[config.mk]
export PLATFORM = sky130hd
export DESIGN_NAME = max_divisor_count_in_range_unit
export DESIGN_NICKNAME = d
export VERILOG_FILES = /design/src/rtl/mdc_pkg.sv /design/src/rtl/max_divisor_count_in_range_unit.sv /design/src/rtl/mdc_div.sv
export VERILOG_INCLUDE_DIRS = /design/src /design/src/rtl
export SDC_FILE = /design/constraint.sdc
export NUM_CORES = 2
export LEC_CHECK = 0
export ABC_AREA = 0
export ABC_CLOCK_PERIOD_IN_PS = 23900
export BUFFER_PORTS_ARGS = -buffer_cell sky130_fd_sc_hd__buf_4
export CAP_MARGIN = 5
export CELL_PAD_IN_SITES_DETAIL_PLACEMENT = 1
export CELL_PAD_IN_SITES_GLOBAL_PLACEMENT = 2
export CORE_ASPECT_RATIO = 1.75
export CORE_MARGIN = 2
export CORE_UTILIZATION = 44
export DETAILED_ROUTE_END_ITERATION = 16
export PLACE_DENSITY = 0.95
export RECOVER_POWER = 50
export SLEW_MARGIN = 20
export SYNTH_ARGS = -nofsm -noshare
export SYNTH_HDL_FRONTEND = slang
export SYNTH_SLANG_ARGS = --single-unit
[constraint.sdc]
create_clock -name clk -period 23.9 [get_ports clk]
set_clock_uncertainty 0.2 [all_clocks]
set_input_delay 1.195 -clock clk [delete_from_list [all_inputs] [get_ports clk]]
set_output_delay 1.195 -clock clk [all_outputs]
set_load 0.01 [all_outputs]
[src/rtl/assert_macros.svh]
// ----------------------------------------------------------------------------
// Assertion macros
// Shared concurrent assertion wrappers for the divisor-count search block.
// ----------------------------------------------------------------------------
`ifndef ASSERT_MACROS_SVH
`define ASSERT_MACROS_SVH

// Check an implication or expression on every rising clock edge outside reset
`define MDC_ASSERT(lbl, clk, rst_n, prop) \
	lbl: assert property (@(posedge clk) disable iff (!rst_n) prop) \
		else $error("assertion failed");

// Check that a condition never holds outside reset
`define MDC_NEVER(lbl, clk, rst_n, cond) \
	lbl: assert property (@(posedge clk) disable iff (!rst_n) !(cond)) \
		else $error("forbidden condition seen");

`endif

[src/rtl/mdc_pkg.sv]
// ----------------------------------------------------------------------------
// mdc_pkg
// Constants, types and elaboration-time prime table for the divisor search.
// ----------------------------------------------------------------------------
package mdc_pkg;

	localparam int PRIME_LIMIT_DEF = 256;
	localparam int SIEVE_MAX       = 256;
	localparam int ROM_DEPTH       = 54;
	localparam int IDX_W           = $clog2(ROM_DEPTH + 1);
	localparam int NUM_W           = 16;
	localparam int CNT_W           = 8;
	localparam int EXP_W           = 5;
	localparam int PRIME_W         = 8;
	localparam int SQ_W            = 2 * PRIME_W + 1;
	// Reciprocal ceil(2^24 / p) gives exact quotients for 16-bit dividends
	localparam int RECIP_SHIFT     = NUM_W + PRIME_W;
	localparam int RECIP_W         = RECIP_SHIFT;
	localparam int PROD_W          = NUM_W + RECIP_W;
	localparam int BACK_W          = NUM_W + PRIME_W;

	typedef logic [ROM_DEPTH-1:0][PRIME_W-1:0] prime_rom_t;

	// Request into the shared divide unit
	typedef struct packed {
		logic [NUM_W-1:0] rest;
		logic [IDX_W-1:0] idx;
	} mdc_div_req_t;

	// Answer of the shared divide unit
	typedef struct packed {
		logic             exhausted;
		logic             divisible;
		logic [NUM_W-1:0] quotient;
	} mdc_div_res_t;

	// Sieve the primes 2..limit into an ascending table, unused entries zero
	function automatic prime_rom_t build_primes(input int limit);
		prime_rom_t rom;
		bit         composite [0:SIEVE_MAX];
		int         lim;
		int         cnt;
		rom = '0;
		cnt = 0;
		lim = (limit > SIEVE_MAX) ? SIEVE_MAX : ((limit < 0) ? 0 : limit);
		for (int i = 0; i <= SIEVE_MAX; i++) begin
			composite[i] = 1'b0;
		end
		for (int i = 2; i <= lim; i++) begin
			if (!composite[i]) begin
				for (int j = i + i; j <= lim; j += i) begin
					composite[j] = 1'b1;
				end
				if (cnt < ROM_DEPTH) begin
					rom[cnt] = PRIME_W'(i);
					cnt++;
				end
			end
		end
		return rom;
	endfunction

	// Number of filled table entries
	function automatic int count_primes(input prime_rom_t rom);
		int cnt;
		cnt = 0;
		for (int i = 0; i < ROM_DEPTH; i++) begin
			if (rom[i] != '0) begin
				cnt++;
			end
		end
		return cnt;
	endfunction

endpackage

[src/rtl/max_divisor_count_in_range_unit.sv]
// ----------------------------------------------------------------------------
// max_divisor_count_in_range_unit
// Finds the first number of an inclusive range with the most divisors.
// ----------------------------------------------------------------------------
//  Channel  Dir  Fields (lowest bit first)             Transaction
//  s_*      in   range_low[15:0], range_high[31:16]    s_tvalid & s_tready
//  m_*      out  best_number[15:0], divisor_count[23:16] m_tvalid & m_tready
//
//  Per number: a probe and a check per prime tried, a wait and a check
//  per prime factor (with multiplicity), then a closing probe and a
//  finish; primes are tried up to the first with p*p above the remainder
//  or the table end. A request adds an accept step and a result step,
//  which waits for a free output register, to the work over its range;
//  the shared divide unit has one reciprocal multiply, one check multiply.
//  s_tready is high only between requests; a result waits in the output
//  register and a new request is taken meanwhile. No clearing pass at reset.
// ----------------------------------------------------------------------------
`include "assert_macros.svh"

module max_divisor_count_in_range_unit
	import mdc_pkg::*;
#(
	parameter int PRIME_LIMIT = PRIME_LIMIT_DEF
) (
	input  logic        clk,
	input  logic        arst_n,
	input  logic        s_tvalid,
	output logic        s_tready,
	input  logic [31:0] s_tdata,   // range_low[15:0], range_high[31:16]
	output logic        m_tvalid,
	input  logic        m_tready,
	output logic [23:0] m_tdata    // best_number[15:0], divisor_count[23:16]
);

	typedef enum logic [2:0] {
		ST_IDLE,
		ST_PRIME,
		ST_WAIT,
		ST_CHK,
		ST_FIN,
		ST_DONE
	} state_t;

	state_t             state_q;
	logic               m_tvalid_q;
	logic [NUM_W-1:0]   out_num_q;
	logic [CNT_W-1:0]   out_cnt_q;
	logic [NUM_W-1:0]   high_q;
	logic [NUM_W-1:0]   n_q;
	logic [NUM_W-1:0]   rest_q;
	logic [CNT_W-1:0]   total_q;
	logic [EXP_W-1:0]   e_q;
	logic [IDX_W-1:0]   k_q;
	logic [NUM_W-1:0]   best_num_q;
	logic [CNT_W-1:0]   best_cnt_q;

	logic [NUM_W-1:0]   in_low;
	logic [NUM_W-1:0]   in_high;
	logic               in_fire;
	logic               out_free;
	logic [CNT_W+EXP_W-1:0] tot_mul;
	logic [CNT_W-1:0]   cnt_fin;
	mdc_div_req_t       div_req;
	mdc_div_res_t       div_res;

	assign in_low   = s_tdata[15:0];
	assign in_high  = s_tdata[31:16];
	assign s_tready = (state_q == ST_IDLE);
	assign in_fire  = s_tvalid && s_tready;
	assign out_free = !m_tvalid_q || m_tready;

	assign m_tvalid = m_tvalid_q;
	assign m_tdata  = {out_cnt_q, out_num_q};

	// Shared trial-division unit
	assign div_req.rest = rest_q;
	assign div_req.idx  = k_q;

	mdc_div #(
		.PRIME_LIMIT(PRIME_LIMIT)
	) u_div (
		.clk(clk),
		.req(div_req),
		.res(div_res)
	);

	// Fold exponent into the divisor count; double for a prime leftover
	assign tot_mul = (CNT_W+EXP_W)'(total_q) * (CNT_W+EXP_W)'(e_q);
	assign cnt_fin = (rest_q > NUM_W'(1)) ? {total_q[CNT_W-2:0], 1'b0} : total_q;

	// Sequencer, datapath and output register
	always_ff @(posedge clk or negedge arst_n) begin
		if (!arst_n) begin
			state_q    <= ST_IDLE;
			m_tvalid_q <= 1'b0;
			out_num_q  <= '0;
			out_cnt_q  <= '0;
			high_q     <= '0;
			n_q        <= '0;
			rest_q     <= '0;
			total_q    <= '0;
			e_q        <= '0;
			k_q        <= '0;
			best_num_q <= '0;
			best_cnt_q <= '0;
		end else begin
			// drop the result once taken; a finished search reloads it below
			if (m_tvalid_q && m_tready && (state_q != ST_DONE)) begin
				m_tvalid_q <= 1'b0;
			end
			unique case (state_q)
				ST_IDLE: begin
					if (in_fire) begin
						best_num_q <= '0;
						best_cnt_q <= '0;
						high_q     <= in_high;
						n_q        <= in_low;
						rest_q     <= in_low;
						total_q    <= CNT_W'(1);
						e_q        <= EXP_W'(1);
						k_q        <= '0;
						state_q    <= (in_low > in_high) ? ST_DONE : ST_PRIME;
					end
				end
				ST_PRIME: begin
					// divide unit loads this prime now
					state_q <= div_res.exhausted ? ST_FIN : ST_CHK;
				end
				ST_WAIT: begin
					state_q <= ST_CHK;
				end
				ST_CHK: begin
					if (div_res.divisible) begin
						rest_q  <= div_res.quotient;
						e_q     <= e_q + EXP_W'(1);
						state_q <= ST_WAIT;
					end else begin
						total_q <= tot_mul[CNT_W-1:0];
						e_q     <= EXP_W'(1);
						k_q     <= k_q + IDX_W'(1);
						state_q <= ST_PRIME;
					end
				end
				ST_FIN: begin
					// zero is skipped; ties keep the earlier number
					if ((n_q != '0) && (cnt_fin > best_cnt_q)) begin
						best_cnt_q <= cnt_fin;
						best_num_q <= n_q;
					end
					if (n_q == high_q) begin
						state_q <= ST_DONE;
					end else begin
						n_q     <= n_q + NUM_W'(1);
						rest_q  <= n_q + NUM_W'(1);
						total_q <= CNT_W'(1);
						e_q     <= EXP_W'(1);
						k_q     <= '0;
						state_q <= ST_PRIME;
					end
				end
				ST_DONE: begin
					if (out_free) begin
						out_num_q  <= best_num_q;
						out_cnt_q  <= best_cnt_q;
						m_tvalid_q <= 1'b1;
						state_q    <= ST_IDLE;
					end
				end
				default: begin
					state_q <= ST_IDLE;
				end
			endcase
		end
	end

	// Empty range goes straight to the result
	`MDC_ASSERT(a_empty_done, clk, arst_n, (in_fire && (in_low > in_high)) |=> (state_q == ST_DONE))
	// A finished search with a free output slot presents its result next cycle
	`MDC_ASSERT(a_done_out, clk, arst_n, (state_q == ST_DONE && out_free) |=> m_tvalid)
	// Each division by a found factor shrinks the remainder
	`MDC_ASSERT(a_rest_drop, clk, arst_n, (state_q == ST_CHK && div_res.divisible) |=> (rest_q < $past(rest_q)))
	// No 16-bit number has more than 128 divisors
	`MDC_NEVER(a_cnt_range, clk, arst_n, best_cnt_q > CNT_W'(128))

endmodule

[src/rtl/mdc_div.sv]
// ----------------------------------------------------------------------------
// mdc_div
// Shared trial-division unit: divides a 16-bit remainder by a table prime
// through a reciprocal multiply, then checks the quotient by a back multiply.
// ----------------------------------------------------------------------------
module mdc_div
	import mdc_pkg::*;
#(
	parameter int PRIME_LIMIT = PRIME_LIMIT_DEF
) (
	input  logic         clk,
	input  mdc_div_req_t req,
	output mdc_div_res_t res
);

	localparam prime_rom_t       PRIMES   = build_primes(PRIME_LIMIT);
	localparam int               PCOUNT   = count_primes(PRIMES);
	localparam logic [IDX_W-1:0] PCOUNT_L = IDX_W'(PCOUNT);

	logic [PRIME_W-1:0] prime_tab [ROM_DEPTH];
	logic [RECIP_W-1:0] recip_tab [ROM_DEPTH];
	logic [SQ_W-1:0]    psq_tab   [ROM_DEPTH];

	logic [PROD_W-1:0]  prod;
	logic [NUM_W-1:0]   q_s1;
	logic [NUM_W-1:0]   rest_s1;
	logic [PRIME_W-1:0] p_s1;
	logic [BACK_W-1:0]  back;

	// Build prime, reciprocal and square tables at elaboration
	for (genvar g = 0; g < ROM_DEPTH; g++) begin : g_tab
		localparam int P  = int'(PRIMES[g]);
		localparam int PD = (P < 2) ? 1 : P;
		localparam int RC = ((1 << RECIP_SHIFT) + PD - 1) / PD;
		assign prime_tab[g] = PRIMES[g];
		assign recip_tab[g] = RECIP_W'(RC);
		assign psq_tab[g]   = SQ_W'(P * P);
	end

	// Stop the prime walk at the table end or once p*p exceeds the remainder
	assign res.exhausted = (req.idx == PCOUNT_L) ||
		(psq_tab[req.idx[IDX_W-1:0]] > {1'b0, req.rest});

	// Quotient estimate by reciprocal multiply
	assign prod = PROD_W'(req.rest) * PROD_W'(recip_tab[req.idx]);

	always_ff @(posedge clk) begin
		q_s1    <= prod[PROD_W-1:RECIP_SHIFT];
		rest_s1 <= req.rest;
		p_s1    <= prime_tab[req.idx];
	end

	// Check exactness: the prime divides when quotient * p returns the remainder
	assign back          = BACK_W'(q_s1) * BACK_W'(p_s1);
	assign res.divisible = (back == BACK_W'(rest_s1));
	assign res.quotient  = q_s1;

endmodule

==> impl_metrics.toml <==
[clocking]
cts_made_buffers = 17
cts_num_sinks = 159
cts_root_buffer = "clkbuf_16"
hold_buffers = 0
cts_tree = "built"
clkTransAtPathRegs_ns = 0.07
insertion_delay_ns = 0.46
htreeDepth = 4
ctsLongestPathBuffers = 2
cts_setup_buffers = 0
ctsResizeCount = 0

[setup_path]
crit_fanout = 70
critPathKind = "register to register"
worst_setup_path_end_kind = "register"
startpoint_type = "register"
max_stage_delay_ns = 2.21
crit_slowest_cell = "clkbuf_1"
path_common_cell = "fa_1"
crit_family = "compound AO/OA/AOI/OAI gates"
crit_arrival_ns = 12.16
cp.required_ns = 24.07
critPathBufInv = 5

[synth]
yosysSeqAreaShare_pct = 13.55
syn_area_mm2 = 0.02789
muxShareOfSynthArea_pct = 2.710
async_reset_ff_share_pct = 74.84
avgSynthCellArea_um2 = 8.341
synth_most_common_cell = "inv_1"
synth_flop_cell = "dfrtp_1"
synthTopCellsByArea = "fa_1 (29%), dfrtp_1 (11%), ha_1 (10%), inv_1 (7.2%), nand2_1 (5.9%)"
yosysWarnings = 0
synth_top_family_by_area = "adder cells"
synth_edf_count = 0
synth_fp_nets = 4006
synthTopCellsByCount = "inv_1 (532), nand2_1 (440), fa_1 (400)"
synth-compound-area-share_pct = 13.04
synthSimpleGateAreaFrac_pct = 18.94
synth.distinct_cells = 80
synthAdderAreaFrac_pct = 38.90
ys_seq_elements = 159
yosysTopAreaCellShare_pct = 28.72
synth.largest_area_cell = "fa_1"
synth_cells = 3343
synthXorXnorAreaFrac_pct = 2.670

[placed_design]
io_buffers = 61
hpwl_um = 81200
gp_congestion = 0.9989

[floorplan]
die-height_um = 337.0
core-area_mm2 = 0.06304
die_w_um = 194.3
die_area_mm2 = 0.06548
initial_core_util_pct = 44.23
rows = 122
ios = 62

[timing]
fin_crit_ns = 12.00
hold_violations = 0
rsz0062_at_grt = "no"
max_clock_freq_mhz = 83.35
finalCritPeriodShare_pct = 50.20
worst_pin_slew_ns = 4.185
setup_viol = 0
fin_tns_setup_ns = 0
report.final.slew_viol_count = 543
max_slew_margin_pct = -179.0

[route]
via_per_inst = 6.064
drt_first_pass_iters = 11
ant_nets = 0
drc = 16
dr.first_iter.drc_count = 1671
wl_um = 104900
avgRoutedWirePerCell_um = 25.64
via_count = 24810

[cells_and_area]
fillers = 7524
drive_above_1_share_pct = 6.395
final_nets = 3934
multi_input_area_mm2 = 0.02133
syn_to_final_growth_pct = 5.837
regArea_mm2 = 0.003787

[grt]
track_usage_pct = 32.67
antenna_found_initial = 1
global_route.usage.met1_pct = 31.84
met2_usage_pct = 60.38
grtUsageMet3_pct = 3.881
grt_max_degree = 78
grt_overflow = 0
grt_pass1_wl_um = 162700
grt_pass1_vias = 28430
top_usage_layer = "met2"

[outcome]
status = "complete, but fails checks"
failed_checks = "design-rule violations, max-capacitance violations, max-slew violations"

[run]
maxCapViolCount = 15

[worst_hold_path]
worstHoldPathType = "register to register"
worst paths after layout:
| path | endpoint | start | slack [ns] | cells after the start |
|---|---|---|---|---|
| setup reg to reg | u_div.q_s1[13] | k_q[3] | 11.90 | 27 |
| hold / removal | out_cnt_q[2] | out_cnt_q[2] | 0.31 | 1 |
| hold reg to reg | out_cnt_q[2] | out_cnt_q[2] | 0.31 | 1 |
| min in group asynchronous | total_q[4] | arst_n | 1.31 | 1 |
| setup / recovery | u_div.q_s1[13] | k_q[3] | 11.90 | 27 |
| max in group asynchronous | high_q[8] | arst_n | 17.18 | 2 |
layout by cell type, fill, tap and decap left out, types with 41 or more instances in the layout:
cell      count
fa_1        400
nor4_1       46
xor2_1       44
o21ai_0     119
ha_1        227
xnor2_1      41
dfrtp_1     114
nand3_1      75
a21oi_1     151
nor3_1       70
mux2_2       46
nor2_1      155
clkbuf_1     44
buf_4        78
nand2_1     440
inv_1       532
and2_1      201
cell families after synthesis:
kind of cell             Yosys count
AND/OR/NAND/NOR                 1103
buffers and inverters            751
adder cells (fa/ha/maj)          627
AO/OA/AOI/OAI                    554
flip-flops                       159
XOR/XNOR                          85
multiplexers                      64
layout make-up:
type,instances,area share [%]
inverters,538,6.842
clock inverters,15,0.6402
clock buffers,17,1.441
repair buffers,122,2.544
diodes,1,0.008479
multi-input cells,2433,72.27
flip-flops and latches,159,12.83
well taps,806,3.417
worst register-to-register path, cell delays in order (launching register included):
cell and delay [ns]:
dfrtp_4 0.73, clkbuf_1 2.25, a21oi_1 0.67, a221oi_1 0.80
a21oi_1 0.09, o21ai_1 0.15, buf_4 0.28, nand2_1 0.15
fa_1 0.64, inv_1 0.06, fa_1 0.50, fa_1 0.59
fa_1 0.46, fa_1 0.50, inv_1 0.06, fa_1 0.47
inv_1 0.05, ha_1 0.31, and4_1 0.25, nand2_1 0.10
nor4_1 0.45, o2111ai_1 0.21, a32oi_1 0.87, nand3_1 0.18
o21ai_0 0.33, a21oi_1 0.16, nand2b_1 0.16, a211oi_1 0.23
metal layers:
metal  routed length [µm]  up-vias
met5                    0        -
met3                 4466      502
met4                10880        0
met2                54960      878
met1                34590    12740
li1                     -    10690
sequential cells by signal (all words and copies together), names as in the netlist:
name and cells:
best_cnt_q 8, best_num_q 16, e_q 5, high_q 16, k_q 6, m_tvalid 1, n_q 16, out_cnt_q 8
out_num_q 16, rest_q 16, state_q 3, total_q 8, u_div.p_s1 8, u_div.q_s1 16, u_div.rest_s1 16
metrics by stage:
stage	setup slack, ns	util (%)	hold WS (ns)	cells	instance area (µm²)
5_1_grt	11.29	46.81	0.3343	4090	29510
3_3_place_gp	13.71	46.07	0.2877	4058	29050
3_5_place_dp	13.34	46.08	0.2988	4058	29050
6_report	11.90	46.81	0.3093	4091	29510
4_1_cts	13.30	47.05	0.3158	4090	29660
2_1_floorplan	15.36	-	0.1454	3343	27890
Power is not shown: default switching activity piles up to over one toggle a cycle in this logic, so the estimate is an artifact.
